$ cat config.mk
export PLATFORM = sky130hd
export DESIGN_NAME = dhe_front
export DESIGN_NICKNAME = d
export VERILOG_FILES = /design/src/dhe_pkg.sv /design/src/dhe_front.sv
export SDC_FILE = /design/constraint.sdc
export NUM_CORES = 1
export LEC_CHECK = 0
export BUFFER_PORTS_ARGS = -buffer_cell sky130_fd_sc_hd__clkbuf_2
export CAP_MARGIN = 15
export CELL_PAD_IN_SITES_DETAIL_PLACEMENT = 0
export CELL_PAD_IN_SITES_GLOBAL_PLACEMENT = 1
export CORE_MARGIN = 10
export CORE_UTILIZATION = 22
export DETAILED_ROUTE_END_ITERATION = 10
export PLACE_DENSITY = 0.87
export SYNTH_ARGS = -nofsm -noshare
export SYNTH_HDL_FRONTEND = slang
export SYNTH_SLANG_ARGS = --single-unit
$ cat constraint.sdc
create_clock -name vclk -period 6
set_clock_uncertainty 0.2 [all_clocks]
set_input_delay 0.3 -clock vclk [all_inputs]
set_output_delay 0.3 -clock vclk [all_outputs]
set_load 0.02 [all_outputs]
$ cat src/dhe_pkg.sv
// shared types, codes and saturating arithmetic for the matrix element core
package dhe_pkg;

  localparam int VALUE_BITS = 48;
  localparam int ORB_IDX_W  = 5;
  localparam int OCC_W      = 32;
  localparam int KIND_W     = 3;

  localparam logic signed [VALUE_BITS-1:0] VMAX = {1'b0, {(VALUE_BITS-1){1'b1}}};
  localparam logic signed [VALUE_BITS-1:0] VMIN = {1'b1, {(VALUE_BITS-1){1'b0}}};

  // input kind codes
  localparam logic [KIND_W-1:0] KIND_LOAD_ONEBODY = 3'd0;
  localparam logic [KIND_W-1:0] KIND_LOAD_ONSITE  = 3'd1;
  localparam logic [KIND_W-1:0] KIND_LOAD_COULOMB = 3'd2;
  localparam logic [KIND_W-1:0] KIND_LOAD_EXCHANGE = 3'd3;
  localparam logic [KIND_W-1:0] KIND_LOAD_PAIRHOP = 3'd4;
  localparam logic [KIND_W-1:0] KIND_DIAGONAL     = 3'd5;
  localparam logic [KIND_W-1:0] KIND_OFFDIAGONAL  = 3'd6;

  // classified operation carried through the queue
  typedef enum logic [2:0] {
    OP_LOAD_T,
    OP_LOAD_V,
    OP_LOAD_C,
    OP_LOAD_E,
    OP_LOAD_P,
    OP_DIAG,
    OP_OFF
  } op_t;

  typedef struct packed {
    op_t                           op;
    logic [ORB_IDX_W-1:0]          hi;
    logic [ORB_IDX_W-1:0]          lo;
    logic signed [VALUE_BITS-1:0]  value;
    logic [OCC_W-1:0]              bits;
    logic                          pair2;
  } q_entry_t;

  typedef struct packed {
    logic full;
    logic empty;
  } q_status_t;

  typedef enum logic [3:0] {
    ST_IDLE,
    ST_OUTER,
    ST_INNER,
    ST_TERM,
    ST_ADD_A,
    ST_ADD_B,
    ST_OFF_ADDR,
    ST_OFF_DATA
  } back_state_t;

  typedef struct packed {
    logic                         ovf;
    logic signed [VALUE_BITS-1:0] v;
  } sat_t;

  localparam int QDEPTH = 2;

  // saturating add of two in-range values
  function automatic sat_t sat_add(input logic signed [VALUE_BITS-1:0] a,
                                   input logic signed [VALUE_BITS-1:0] b);
    logic signed [VALUE_BITS:0] s;
    sat_t r;
    s = {a[VALUE_BITS-1], a} + {b[VALUE_BITS-1], b};
    r.ovf = s[VALUE_BITS] ^ s[VALUE_BITS-1];
    r.v = r.ovf ? (s[VALUE_BITS] ? VMIN : VMAX) : s[VALUE_BITS-1:0];
    return r;
  endfunction

  // saturating times two
  function automatic sat_t sat_x2(input logic signed [VALUE_BITS-1:0] x);
    sat_t r;
    r.ovf = x[VALUE_BITS-1] ^ x[VALUE_BITS-2];
    r.v = r.ovf ? (x[VALUE_BITS-1] ? VMIN : VMAX) : {x[VALUE_BITS-2:0], 1'b0};
    return r;
  endfunction

  // saturating times four, same result as doubling twice
  function automatic sat_t sat_x4(input logic signed [VALUE_BITS-1:0] x);
    sat_t r;
    r.ovf = (x[VALUE_BITS-1] != x[VALUE_BITS-2]) || (x[VALUE_BITS-1] != x[VALUE_BITS-3]);
    r.v = r.ovf ? (x[VALUE_BITS-1] ? VMIN : VMAX) : {x[VALUE_BITS-3:0], 2'b00};
    return r;
  endfunction

  // saturating negation
  function automatic sat_t sat_neg(input logic signed [VALUE_BITS-1:0] x);
    sat_t r;
    r.ovf = (x == VMIN);
    r.v = r.ovf ? VMAX : -x;
    return r;
  endfunction

  // index of the single set bit of a one-hot word
  function automatic logic [ORB_IDX_W-1:0] onehot_index(input logic [OCC_W-1:0] oh);
    logic [ORB_IDX_W-1:0] idx;
    idx = '0;
    for (int i = 0; i < OCC_W; i++) begin
      if (oh[i]) idx = idx | ORB_IDX_W'(i);
    end
    return idx;
  endfunction

endpackage

$ cat src/dhe_front.sv
// front end: accepts items, drops ignored ones, classifies the rest
module dhe_front
  import dhe_pkg::*;
#(
  parameter int ORBITALS = 32
) (
  input  logic                         start,
  output logic                         busy,
  input  logic [KIND_W-1:0]            in_kind,
  input  logic [ORB_IDX_W-1:0]         in_orbital_high,
  input  logic [ORB_IDX_W-1:0]         in_orbital_low,
  input  logic signed [VALUE_BITS-1:0] in_table_value,
  input  logic [OCC_W-1:0]             in_bra_bits,
  input  logic [OCC_W-1:0]             in_ket_bits,
  input  q_status_t                    status,
  output logic                         push,
  output q_entry_t                     push_data
);

  localparam logic [OCC_W-1:0] OCC_MASK = (ORBITALS >= OCC_W) ? {OCC_W{1'b1}} :
                                          OCC_W'((64'd1 << ORBITALS) - 64'd1);

  logic             accept;
  logic             hi_ok, lo_ok;
  logic             keep;
  logic [OCC_W-1:0] diff;

  assign busy   = status.full;
  assign accept = start && !status.full;
  assign hi_ok  = int'(in_orbital_high) < ORBITALS;
  assign lo_ok  = int'(in_orbital_low) < ORBITALS;
  assign diff   = (in_bra_bits ^ in_ket_bits) & OCC_MASK;

  // classify kind and range
  always_comb begin
    push_data.hi    = in_orbital_high;
    push_data.lo    = in_orbital_low;
    push_data.value = in_table_value;
    push_data.bits  = in_bra_bits & OCC_MASK;
    push_data.pair2 = 1'b0;
    push_data.op    = OP_DIAG;
    keep            = 1'b0;
    case (in_kind)
      KIND_LOAD_ONEBODY: begin
        push_data.op = OP_LOAD_T;
        keep = hi_ok;
      end
      KIND_LOAD_ONSITE: begin
        push_data.op = OP_LOAD_V;
        keep = hi_ok;
      end
      KIND_LOAD_COULOMB: begin
        push_data.op = OP_LOAD_C;
        keep = hi_ok && lo_ok;
      end
      KIND_LOAD_EXCHANGE: begin
        push_data.op = OP_LOAD_E;
        keep = hi_ok && lo_ok;
      end
      KIND_LOAD_PAIRHOP: begin
        push_data.op = OP_LOAD_P;
        keep = hi_ok && lo_ok;
      end
      KIND_DIAGONAL: begin
        push_data.op = OP_DIAG;
        keep = 1'b1;
      end
      KIND_OFFDIAGONAL: begin
        push_data.op    = OP_OFF;
        push_data.bits  = diff;
        push_data.pair2 = ($countones(diff) == 2);
        keep = 1'b1;
      end
      default: keep = 1'b0;
    endcase
  end

  assign push = accept && keep;

endmodule

==> results.md <==
- Status: complete, no violations
- I/O pins: 224
- Crit path launch type: input port
- Die Wd: 113 um
- GPL Wtd Cong: 0.691
- Placed cells: 374
- Final TNS setup: 0 ns
- Die Area: 12,900 um2
- Total global-route track usage: 7.41%
- Row count: 34
- Worst EP required: 5.50 ns
- Share of layout cells above drive strength 1: 42.5%
- Area grow syn2layout: 8.07%
- Max Cap Viol: 0
- Vias in the first global route: 1,703
- Vias per cell: 3.88
- Slew headroom: 68.2%
- Final Setup Violations: 0
- Slowest cell on crit path: fa_1
- Sw power: 0.482 mW
- Starting Density: 22.4%
- Int Power: 0.425 mW
- Max incr delay on CP: 0.56 ns
- DRT iter0 DRCs: 21
- Sequential area share after synthesis: 0%
- Fin crit period: 5.46 ns
- Static leakage: 1.00 nW
- Logic pwr share: 100.0%
- CP dominant cell by count: fa_1
- Hold_buf cts: 0
- DR pass1 iterations: 4
- Nets@finish: 427
- Cell Pwr Density: 436 nW/um2
- Die Y: 113 um
- DR WL/cell: 13.8 um
- Seq_cells: 0
- Max Slew Vio Count: 0
- Yosys synthesis warning count: 0
- Post-CTS Setup Inserts: 0
- # diodes: 0
- Period utilisation layout: 91.0%
- Synth cell types: 21
- Kind of critical path: in -> out
- Sequential share of power: 0%
- # clk buffers: 0
- Number of fill cells: 961
- Core region area: 8590 um2
- Largest net degree at the start of global routing: 23
- Routed via count: 1,452
- Total gr overflow: 0
- Non-Filler Instances: 374
- Clock share of power: 0%
- Post-synthesis area per instance: 8.62 um2
- Hold crit path type: in -> out
- Netlist Area Pre-Place: 1920 um2
- # resized after CTS: 0
- Post-Route WL: 5170 um
- Register area: 0 um2
- Measured slew at the worst slew-check pin: 0.477 ns
- IO Port Bufs: 107
- Worst-path fanout max: 2
- DP HPWL: 4970 um
- First-pass GRT wire length: 8140 um
- Net Sw Frac: 53.1%
- F_max: 183 MHz
- Post-synth net total: 382
- Final hold viol count: 0
- Post-route ant nets: 0
- CP endpoint kind: output port
- CP cell instances: clkbuf_2 > xor2_1 > fa_1 > inv_1 > fa_1 > fa_1 > fa_1 > fa_1 > inv_1 > fa_1 > ha_1 > inv_1 > fa_1 > nor4_1 > nand3_1 > a21oi_1 > clkbuf_2
- DRC viols: 0
- RSZ-0062 raised after global routing: false
- CP Data Arrival Time: 4.96 ns
- Worst vdd ir: 0.226 mV
- Final Util: 24.2%
- Post-Syn Instances: 223
- Worst Path Buf+Inv: 5
- Initial antenna violation count: 0
- Cell family with most CP delay: adder cells
-- synth_stat cells --
library cell,n,area [um2]
buf_12,2,40.0
inv_1,20,75.1
buf_6,1,11.3
fa_1,24,480
ha_1,7,87.6
nand2b_1,1,6.26
dlygate4sd3_1,1,10.0
clkbuf_1,1,3.75
xnor2_1,54,473
nor4_1,1,6.26
nand2_2,5,31.3
buf_4,59,443
nand2_1,28,105
xor2_1,10,87.6
nand3_1,2,10.0
nor2_1,2,7.51
and3b_1,1,8.76
buf_8,1,15.0
a311oi_1,1,8.76
a21oi_1,1,5.00
a21boi_0,1,7.51
-- final timing paths --
kind | from | slack, ns | depth (start not counted) | to
setup / recovery | in_ket_bits[9] | 0.54 | 17 | push_data[0]
hold / removal | in_table_value[22] | 0.40 | 0 | push_data[55]
-- metal layers --
layer / share of wire, % / wire (um) / global-route usage, %
met3: 13 / 691 / 3.31
met1: 32 / 1660 / 7.01
met4: 3.5 / 180 / 2.37
met5: 0 / 0 / 0
met2: 51 / 2640 / 13.9
-- cell usage in the layout (no fill, tap or decap) --
cell,n
a21boi_0,1
nor4_1,1
nand2b_1,1
a21oi_1,1
buf_4,1
xnor2_1,54
nand3_1,2
inv_1,20
ha_1,7
fa_1,24
nor2_1,2
clkbuf_2,107
a311oi_1,1
nand2_2,5
and3b_1,1
xor2_1,10
nand2_1,28
-- cell families after synthesis --
logic type      count (synthesis)  share of synthesized area (%)
buf+inv                        85                           31.1
simple gates                   40                           9.11
xor+xnor                       64                           29.1
fa+ha+maj                      31                           29.5
compound gates                  3                           1.11
-- metrics by stage --
stage	hold slack, ns	power [mW]	setup WS [ns]	instance area (um2)
after CTS	0.400	0.952	0.465	2080
after floorplan	0.479	0.774	0.799	1920
final	0.400	0.906	0.541	2080
after global placement	0.400	0.916	0.513	2080
after global routing	0.400	1.10	0.227	2080
after detailed placement	0.400	0.937	0.484	2080
-- power groups by stage --
stage,clock network (mW),logic [mW],registers [mW]
after floorplan,0,0.774,0
after global placement,0,0.916,0
after detailed placement,0,0.937,0
after CTS,0,0.952,0
after global routing,0,1.10,0
final,0,0.906,0
-- area by class of cell --
type	count	area, um2	share of cell area [%]
multi-input cells	138	1330	63.8
repair buffers	108	543	26.1
well taps	108	135	6.50
inverters	20	75.1	3.61
Power figures use the tool's default switching activity.
