## src/dhe_pkg.sv

```systemverilog
// shared types, codes and saturating arithmetic for the matrix element core
package dhe_pkg;

  localparam int VALUE_BITS = 48;
  localparam int ORB_IDX_W  = 5;
  localparam int OCC_W      = 32;
  localparam int KIND_W     = 3;

  localparam logic signed [VALUE_BITS-1:0] VMAX = {1'b0, {(VALUE_BITS-1){1'b1}}};
  localparam logic signed [VALUE_BITS-1:0] VMIN = {1'b1, {(VALUE_BITS-1){1'b0}}};

  // input kind codes
  localparam logic [KIND_W-1:0] KIND_LOAD_ONEBODY = 3'd0;
  localparam logic [KIND_W-1:0] KIND_LOAD_ONSITE  = 3'd1;
  localparam logic [KIND_W-1:0] KIND_LOAD_COULOMB = 3'd2;
  localparam logic [KIND_W-1:0] KIND_LOAD_EXCHANGE = 3'd3;
  localparam logic [KIND_W-1:0] KIND_LOAD_PAIRHOP = 3'd4;
  localparam logic [KIND_W-1:0] KIND_DIAGONAL     = 3'd5;
  localparam logic [KIND_W-1:0] KIND_OFFDIAGONAL  = 3'd6;

  // classified operation carried through the queue
  typedef enum logic [2:0] {
    OP_LOAD_T,
    OP_LOAD_V,
    OP_LOAD_C,
    OP_LOAD_E,
    OP_LOAD_P,
    OP_DIAG,
    OP_OFF
  } op_t;

  typedef struct packed {
    op_t                           op;
    logic [ORB_IDX_W-1:0]          hi;
    logic [ORB_IDX_W-1:0]          lo;
    logic signed [VALUE_BITS-1:0]  value;
    logic [OCC_W-1:0]              bits;
    logic                          pair2;
  } q_entry_t;

  typedef struct packed {
    logic full;
    logic empty;
  } q_status_t;

  typedef enum logic [3:0] {
    ST_IDLE,
    ST_OUTER,
    ST_INNER,
    ST_TERM,
    ST_ADD_A,
    ST_ADD_B,
    ST_OFF_ADDR,
    ST_OFF_DATA
  } back_state_t;

  typedef struct packed {
    logic                         ovf;
    logic signed [VALUE_BITS-1:0] v;
  } sat_t;

  localparam int QDEPTH = 2;

  // saturating add of two in-range values
  function automatic sat_t sat_add(input logic signed [VALUE_BITS-1:0] a,
                                   input logic signed [VALUE_BITS-1:0] b);
    logic signed [VALUE_BITS:0] s;
    sat_t r;
    s = {a[VALUE_BITS-1], a} + {b[VALUE_BITS-1], b};
    r.ovf = s[VALUE_BITS] ^ s[VALUE_BITS-1];
    r.v = r.ovf ? (s[VALUE_BITS] ? VMIN : VMAX) : s[VALUE_BITS-1:0];
    return r;
  endfunction

  // saturating times two
  function automatic sat_t sat_x2(input logic signed [VALUE_BITS-1:0] x);
    sat_t r;
    r.ovf = x[VALUE_BITS-1] ^ x[VALUE_BITS-2];
    r.v = r.ovf ? (x[VALUE_BITS-1] ? VMIN : VMAX) : {x[VALUE_BITS-2:0], 1'b0};
    return r;
  endfunction

  // saturating times four, same result as doubling twice
  function automatic sat_t sat_x4(input logic signed [VALUE_BITS-1:0] x);
    sat_t r;
    r.ovf = (x[VALUE_BITS-1] != x[VALUE_BITS-2]) || (x[VALUE_BITS-1] != x[VALUE_BITS-3]);
    r.v = r.ovf ? (x[VALUE_BITS-1] ? VMIN : VMAX) : {x[VALUE_BITS-3:0], 2'b00};
    return r;
  endfunction

  // saturating negation
  function automatic sat_t sat_neg(input logic signed [VALUE_BITS-1:0] x);
    sat_t r;
    r.ovf = (x == VMIN);
    r.v = r.ovf ? VMAX : -x;
    return r;
  endfunction

  // index of the single set bit of a one-hot word
  function automatic logic [ORB_IDX_W-1:0] onehot_index(input logic [OCC_W-1:0] oh);
    logic [ORB_IDX_W-1:0] idx;
    idx = '0;
    for (int i = 0; i < OCC_W; i++) begin
      if (oh[i]) idx = idx | ORB_IDX_W'(i);
    end
    return idx;
  endfunction

endpackage

```

## src/dhe_queue.sv

```systemverilog
// two-entry item queue between front and back
module dhe_queue
  import dhe_pkg::*;
(
  input  logic      clk,
  input  logic      rst_n,
  input  logic      push,
  input  q_entry_t  push_data,
  input  logic      pop,
  output q_entry_t  pop_data,
  output q_status_t status
);

  localparam int PW = $clog2(QDEPTH);

  q_entry_t          mem_r [QDEPTH];
  logic [PW-1:0]     wr_ptr_r, wr_ptr_nxt;
  logic [PW-1:0]     rd_ptr_r, rd_ptr_nxt;
  logic [PW:0]       count_r, count_nxt;

  // pointer and fill count update
  always_comb begin
    wr_ptr_nxt = wr_ptr_r;
    rd_ptr_nxt = rd_ptr_r;
    count_nxt  = count_r;
    if (push) wr_ptr_nxt = PW'(wr_ptr_r + 1'b1);
    if (pop) rd_ptr_nxt = PW'(rd_ptr_r + 1'b1);
    if (push && !pop) count_nxt = count_r + 1'b1;
    else if (pop && !push) count_nxt = count_r - 1'b1;
  end

  always_ff @(posedge clk) begin
    if (!rst_n) begin
      wr_ptr_r <= '0;
      rd_ptr_r <= '0;
      count_r  <= '0;
    end else begin
      wr_ptr_r <= wr_ptr_nxt;
      rd_ptr_r <= rd_ptr_nxt;
      count_r  <= count_nxt;
    end
  end

  // entry storage
  always_ff @(posedge clk) begin
    if (push) mem_r[wr_ptr_r] <= push_data;
  end

  assign pop_data     = mem_r[rd_ptr_r];
  assign status.full  = (count_r == (PW+1)'(QDEPTH));
  assign status.empty = (count_r == '0);

endmodule

```

## config.mk

```make
export PLATFORM = sky130hd
export DESIGN_NAME = dhe_queue
export DESIGN_NICKNAME = d
export VERILOG_FILES = /design/src/dhe_pkg.sv /design/src/dhe_queue.sv
export SDC_FILE = /design/constraint.sdc
export NUM_CORES = 1
export LEC_CHECK = 0
export BUFFER_PORTS_ARGS = -buffer_cell sky130_fd_sc_hd__buf_2
export CAP_MARGIN = 20
export CORE_MARGIN = 5
export CORE_UTILIZATION = 45
export DETAILED_ROUTE_END_ITERATION = 12
export GPL_TIMING_DRIVEN = 1
export HOLD_SLACK_MARGIN = 0.08
export PLACE_DENSITY = 0.73
export REMOVE_ABC_BUFFERS = 1
export SLEW_MARGIN = 10
export SYNTH_ARGS = -nofsm -noshare
export SYNTH_HDL_FRONTEND = slang
export SYNTH_SLANG_ARGS = --single-unit
```

## constraint.sdc

```tcl
create_clock -name clk -period 5.4 [get_ports clk]
set_input_delay 1.08 -clock clk [delete_from_list [all_inputs] [get_ports clk]]
set_output_delay 1.08 -clock clk [all_outputs]
set_load 0.02 [all_outputs]
```

==> results.toml, run 1 <==
[route]
firstDrtPassIters = 5
wirelength_um = 13000
via_count = 3550
wl_per_cell_um = 17.5
viasPerCell = 4.77
drc = 0
drt_iter0_drc = 181
postRouteAntennaNets = 0

[clock_tree]
post_cts_buffers = 0
clock_path_buffers = 2
postCtsHoldBufs = 0
cts-root-buf = "clkbuf_16"
ctsResizeCount = 0
cts_tree = "done"
htree_num_levels = 4
clock_latency_ps = 420
cts_made_buffers = 17
clk_pin_slew_worst_paths_ps = 60
cts_num_sinks = 193

[sta]
hold_violations = 0
fmax_ghz = 0.286
worst-slew-pin-transition_ps = 897
fin_crit_ps = 3490
fin_hold_ws_ps = 542
relSlewSlack_pct = 40.2
fin_skew_ps = 6.06
report.final.setup_viol = 0
drv_slew = 0
rsz0062_at_grt = "false"
period_share_pct = 64.7

[worst_setup_path]
crit_chain = "buf_4 > mux2_2 > buf_2"
critical_path_buf_inv_count = 2
cp.arrival_ps = 2410
path_class = "flop to output pin"
cp.required_ps = 4320
slowest_stage = "dfxtp_4"
crit_path_max_incr_delay_ps = 890
crit_path_start_kind = "flop"
crit_family = "flip-flops"
critPathCaptureType = "output pin"
cp_max_fo = 61

[synthesis]
synth.area.top_cells = "edfxtp_1 81%, mux2_2 15%, dfxtp_1 1.4%"
netlist_area_um2 = 7010
synth_top_area_share_pct = 80.5
synthTopCellsByCount = "188 x edfxtp_1, 94 x mux2_2, 6 x buf_6"
yosysMostFrequentCell = "edfxtp_1"
seq_area_frac_synth_pct = 82.0
synthFlopType = "edfxtp_1"
syn_avg_cell_area_um2 = 22.3
synth_largest_area_cell = "edfxtp_1"
yosysWarnings = 0
async_reset_ff_share_pct = 0
synth_cells = 314
ys_seq_elements = 193
synth_edf_count = 188
synthDistinctLibCells = 17

[placed_design]
dp_hpwl_um = 8580
placed_area_um2 = 8190
dp_cells = 712
io_buffers = 193
gp_congestion = 0.691

[floorplanning]
dieArea_um2 = 18200
dieWidth_um = 135
placementRows = 45
dieHeight_um = 135
core_area_um2 = 15300
initial_core_util_pct = 45.9
ios = 194

[min_path]
hold_path.class = "flop to flop"

[power]
power.total_mw = 3.27
p_per_area_nw_per_um2 = 374
p_leak_nw = 3.25
ir_worst_vdd_mv = 0.207

[global_routing]
first_global_vias = 3965
grt_pass1_wl_um = 19800
antenna_found_initial = 1
grt_start_max_net_pins = 65
track_usage_pct = 14.3
grt_overflow = 0

[finish]
drive_above_1_share_pct = 59.8
antenna_cells = 0
fill_cells = 1194
multi_input_area_um2 = 1180
areaGrowthSynthToFinish_pct = 24.5
stdcell_area_um2 = 8730
regArea_um2 = 5750
nNetsFinal = 619
layout.cells.non_filler = 744

[flow_run]
drv_cap = 0

[status]
status = "complete, no violations"
registers in the layout, summed over array words and instances, names as in the netlist, named ones only:
register,count
mem_r,188
rd_ptr_r,1
count_r,2
wr_ptr_r,1
power breakdown:
part	switching, mW	internal, mW
Combinational	0.214	0.156
Sequential	0.0356	1.73
Clock	0.501	0.630
metal layers:
| layer | vias up | GRT usage (%) | share of wire [%] |
|---|---|---|---|
| met3 | 15 | 4.66 | 6.7 |
| met5 | - | 0 | 0.077 |
| met2 | 125 | 24.9 | 51 |
| li1 | 1652 | - | - |
| met4 | 2 | 5.32 | 1.1 |
| met1 | 1756 | 16.6 | 41 |
metrics by stage:
stage	utilization (%)	setup TNS (ps)	setup slack [ps]
5_1_grt	57.2	0	1740
6_report	57.2	0	1910
2_1_floorplan	-	-34710	-366
3_5_place_dp	53.7	0	2270
4_1_cts	57.2	0	1810
3_3_place_gp	53.7	0	2310
path summary, 6_finish.rpt:
path | start | to | slack [ps] | cells past startpoint
max | flop | pop_data[54] | 1910 | 3
min | count_r[1] | count_r[1] | 540 | 2
max reg2reg | wr_ptr_r | mem_r[1][75] | 3350 | 2
min reg2reg | count_r[1] | count_r[1] | 540 | 2
worst reg2reg max path, stage by stage, from the launching register on:
cell	delay (ps)
dfxtp_1	390
and2_4	780
buf_4	530
cell type report:
cell class / count / share of cell area (%)
repair buffers: 197 / 11.4
well taps: 211 / 3.03
multi-input cells: 110 / 13.5
clock buffers: 21 / 5.05
flip-flops and latches: 193 / 65.9
clock inverters: 11 / 1.05
inverters: 1 / 0.0430
placed cells by master (no fill, tap or decap), drive strengths merged, types with 2 or more instances in the layout:
| cell | netlist | layout |
|---|---|---|
| xor2 | 2 | 2 |
| mux2 | 94 | 94 |
| and2 | 4 | 4 |
| edfxtp | 188 | 188 |
| buf | 10 | 197 |
| clkinv | 0 | 7 |
| clkbuf | 0 | 21 |
| clkinvlp | 0 | 3 |
| dfxtp | 5 | 5 |
| nor2b | 3 | 3 |
cells by family (layout without fill, tap and decap cells):
group | after synthesis | after routing | share of synthesized area [%]
adders and majority gates | 1 | 1 | 0.178
muxes | 94 | 94 | 15.1
and+or+nand+nor | 9 | 9 | 0.767
DFF | 193 | 193 | 82.0
xor gates and xnor gates | 3 | 3 | 0.375
buffers and inverters | 11 | 230 | 1.34
AOI/OAI and AO/OA | 3 | 3 | 0.286
Power figures use the tool's default switching activity.
==> inputs of run 2 (changes only) <==
==> constraint.sdc (replaced) <==
create_clock -name clk -period 3 [get_ports clk]
set_input_delay 0.6 -clock clk [delete_from_list [all_inputs] [get_ports clk]]
set_output_delay 0.6 -clock clk [all_outputs]
set_load 0.02 [all_outputs]
==> results.toml, run 2 (synthesized netlist as in run 1, its figures left out) <==
[clock_tree]
cts_tree = "done"
clk_pin_slew_worst_paths_ps = 70
clock_path_buffers = 2
cts_made_buffers = 17
cts-root-buf = "clkbuf_16"
cts_num_sinks = 193
clock_latency_ps = 420
ctsResizeCount = 0
htree_num_levels = 4
post_cts_buffers = 0
postCtsHoldBufs = 0

[finish]
layout_common_cells = "193 x buf_2, 188 x edfxtp_1, 94 x mux2_2, 17 x clkbuf_16"
antenna_cells = 0
mostFrequentLayoutCell = "buf_2"
areaGrowthSynthToFinish_pct = 26.9
nNetsFinal = 621
layout.cells.non_filler = 746
regMostFlops = "mem_r"
reg_top3 = "mem_r: 188 flops, count_r: 2 flops"
largest_reg_flops = 188
drive_above_1_share_pct = 61.1

[floorplanning]
initial_core_util_pct = 45.9
placementRows = 45
dieArea_um2 = 18200
core_area_um2 = 15300
dieHeight_um = 135
dieWidth_um = 135
ios = 194

[worst_setup_path]
path_class = "flop to output pin"
crit_path_start_kind = "flop"
cp.required_ps = 2400
cp_max_fo = 24
cp.arrival_ps = 1880
crit_path_max_incr_delay_ps = 590
slowest_stage = "dfxtp_4"
regToRegSetupSlack_ps = 1400
crit_chain = "buf_4 > mux2_2 > buf_2"
critPathCaptureType = "output pin"

[placed_design]
io_buffers = 193
gp_congestion = 0.735
dp_cells = 714
dp_hpwl_um = 8810

[sta]
relSlewSlack_pct = 53.8
worst-slew-pin-transition_ps = 693
fmax_ghz = 0.403
period_share_pct = 82.7
fin_crit_ps = 2480
setup_tns_ps = 0
fin_skew_ps = 7.28
drv_slew = 0
hold_violations = 0
report.final.setup_viol = 0
rsz0062_at_grt = "false"

[global_routing]
grt_pass1_wl_um = 20300
grt_overflow = 0
grt-busiest-layer = "met2"
use_met3_pct = 5.70
grt_use_met2_pct = 25.1
first_global_vias = 3965
grt_start_max_net_pins = 96
met1_usage_pct = 16.8
track_usage_pct = 14.6
antenna_found_initial = 2

[route]
drt_iter0_drc = 190
wirelength_um = 13200
via_count = 3543
drc = 0
wl_per_cell_um = 17.6
firstDrtPassIters = 4
viasPerCell = 4.75
postRouteAntennaNets = 0

[min_path]
hold_path.class = "primary input to flop"

[power]
p_leak_nw = 3.34
ir_worst_vdd_mv = 0.450
p_per_area_nw_per_um2 = 704
power.total_mw = 6.27

[flow_run]
drv_cap = 0

[status]
status = "complete, no violations"
-- run 2: cell count changes in the layout (fill, tap and decap cells not counted) --
cell        delta
buf_4          -2
clkinv_1       -2
buf_12         +4
clkinv_2       +3
inv_6          +2
bufinv_16      +4
clkinvlp_4     -3
clkbuf_1       -4
-- run 2: metrics by stage --
step	utilization, %	area [um^2]	hold WS, ps	setup WS [ps]
final	58.3	8900	370	518
after global routing	58.3	8900	344	424
after CTS	58.3	8900	343	452
after detailed placement	54.1	8260	502	917
after global placement	54.1	8260	477	947
after floorplan	-	6920	466	-2290
-- run 2: layout make-up --
type / count / area (um^2)
Multi-Input combinational cell: 110 / 1180
Sequential cell: 193 / 5750
Inverter: 1 / 3.75
Clock inverter: 15 / 214
Tap cell: 211 / 264
Clock buffer: 17 / 425
Timing Repair Buffer: 199 / 1060
Fill cell: 1169 / 6360
-- run 2: report_power, final --
part           leakage [nW]  total (mW)  switching, mW  internal, mW
Clock                 0.319        2.41          0.933          1.48
Sequential             1.81        3.16         0.0469          3.11
Combinational          1.22       0.697          0.404         0.293
-- run 2: critical path: cells and delay by family (launching register included) --
kind | cells | cell delay [ps]
flops | 1 | 590
buf+inv | 2 | 480
mux | 1 | 390
-- run 2: worst paths after layout --
kind,endpoint,startpoint,depth (start not counted)
max reg2reg,mem_r[1][19],wr_ptr_r,2
max,pop_data[29],flop,3
min,mem_r[1][22],push_data[22],1
min reg2reg,count_r[1],count_r[1],2
-- run 2: routing by layer --
metal,share of wire (%),wire (um)
met1,39,5120
met5,0.23,30
met3,8.2,1080
met2,51,6740
met4,1.5,192
==> inputs of run 3 (changes only) <==
--- a/config.mk
+++ b/config.mk
@@ -12,7 +12,7 @@
 export DETAILED_ROUTE_END_ITERATION = 12
 export GPL_TIMING_DRIVEN = 1
 export HOLD_SLACK_MARGIN = 0.08
-export PLACE_DENSITY = 0.73
+export PLACE_DENSITY = 0.7
 export REMOVE_ABC_BUFFERS = 1
 export SLEW_MARGIN = 10
 export SYNTH_ARGS = -nofsm -noshare
==> constraint.sdc (replaced) <==
create_clock -name clk -period 2.5 [get_ports clk]
set_input_delay 0.5 -clock clk [delete_from_list [all_inputs] [get_ports clk]]
set_output_delay 0.5 -clock clk [all_outputs]
set_load 0.02 [all_outputs]
==> results.toml, run 3 (synthesized netlist as in run 1, its figures left out) <==
[status]
status = "complete, no violations"

[finish]
drive_above_1_share_pct = 60.0
regArea_um2 = 5750
post-route-util_pct = 57.9
areaGrowthSynthToFinish_pct = 25.9
nNetsFinal = 621
largest_reg_flops = 188
fill_cells = 1180
layout_common_cells = "193 x buf_2, 188 x edfxtp_1, 94 x mux2_2, 17 x clkbuf_16, 5 x buf_12"
regMostFlops = "mem_r"
multi_input_area_um2 = 1180
reg_top3 = "mem_r: 188 flops, count_r: 2 flops"
mostFrequentLayoutCell = "buf_2"

[floorplanning]
dieArea_um2 = 18200
placementRows = 45
dieWidth_um = 135
dieHeight_um = 135
initial_core_util_pct = 45.9
core_area_um2 = 15300
ios = 194

[global_routing]
first_global_vias = 3927
grt_overflow = 0
track_usage_pct = 14.8
grt-busiest-layer = "met2"
grt_pass1_wl_um = 20300
grt_start_max_net_pins = 67
antenna_found_initial = 3
grt_use_met2_pct = 24.2
use_met3_pct = 6.30
met1_usage_pct = 17.3

[sta]
fin_skew_ps = 6.01
worst-slew-pin-transition_ps = 415
report.final.setup_viol = 0
period_share_pct = 93.9
fin_crit_ps = 2350
setup_tns_ps = 0
rsz0062_at_grt = "false"
fmax_ghz = 0.426
relSlewSlack_pct = 72.3
hold_violations = 0
drv_slew = 0

[placed_design]
io_buffers = 193
dp_hpwl_um = 8820
gp_congestion = 0.742

[worst_setup_path]
slowest_stage = "dfxtp_4"
cp.required_ps = 2000
critPathCaptureType = "output pin"
cp_max_fo = 41
crit_chain = "buf_12 > mux2_2 > buf_2"
crit_path_max_incr_delay_ps = 560
cp.arrival_ps = 1850
rr_startpoint = "wr_ptr_r"
crit_path_start_kind = "flop"
path_class = "flop to output pin"

[clock_tree]
clk_pin_slew_worst_paths_ps = 70
clock_latency_ps = 420
ctsResizeCount = 0
cts_tree = "done"
clock_path_buffers = 2
htree_num_levels = 4
cts-root-buf = "clkbuf_16"
cts_made_buffers = 17
cts_num_sinks = 193
postCtsHoldBufs = 0
post_cts_buffers = 0

[route]
drc = 0
postRouteAntennaNets = 0
wirelength_um = 13200
via_count = 3566
wl_per_cell_um = 17.7
drt_iter0_drc = 140
firstDrtPassIters = 4
viasPerCell = 4.77

[power]
p_per_area_nw_per_um2 = 813
power.total_mw = 7.18
ir_worst_vdd_mv = 0.459
p_leak_nw = 3.29

[min_path]
hold_path.class = "primary input to flop"
min-delay-start = "push_data[45]"

[flow_run]
drv_cap = 0
==> run 3: changes by cell type in the layout (fill, tap and decap cells not counted), moves of 2 or more <==
cell | before | now
bufinv_16 | 5 | 2
clkbuf_1 | 0 | 3
clkinv_1 | 1 | 4
clkinv_2 | 5 | 2
clkinvlp_4 | 0 | 2
inv_6 | 2 | 0
==> run 3: stage by stage <==
stage / std cells / setup slack (ps) / cell area (um^2) / hold WS (ps)
2_1_floorplan: 304 / -2690 / 6920 / 466
3_3_place_gp: 714 / 598 / 8270 / 482
3_5_place_dp: 714 / 586 / 8270 / 496
4_1_cts: 746 / 122 / 8830 / 237
5_1_grt: 747 / 78.8 / 8830 / 240
6_report: 747 / 151 / 8830 / 263
==> run 3: per-layer routing <==
metal,vias up,part of all wire (%)
met5,-,0.26
met4,4,1.6
li1,1663,-
met1,1739,41
met3,20,9.0
met2,140,48
==> run 3: path summary, 6_finish.rpt <==
check	slack [ps]	cells past startpoint	to
setup / recovery	150	3	pop_data[29]
hold reg to reg	520	2	count_r[1]
hold / removal	260	1	mem_r[1][45]
setup reg to reg	1030	2	mem_r[1][13]
==> run 3: area by class of cell <==
| class | instances | share of cell area, % |
|---|---|---|
| clock inverter | 12 | 1.33 |
| timing repair buffer | 199 | 12.2 |
| tap | 211 | 2.99 |
| clock buffer | 20 | 4.95 |
| sequential | 193 | 65.1 |
| inverter | 1 | 0.0425 |
| multi-input combinational | 110 | 13.4 |
| antenna | 1 | 0.0283 |
==> run 3: power by group <==
part           internal, mW  total (mW)  switching, mW
Sequential             3.74        3.79         0.0547
Combinational         0.355       0.844          0.489
Clock                  1.46        2.54           1.08
==> run 3: critical path, delay by kind of cell, from the launching register on <==
family | cells | cell delay [ps]
mux | 1 | 380
buf+inv | 2 | 440
flops | 1 | 560
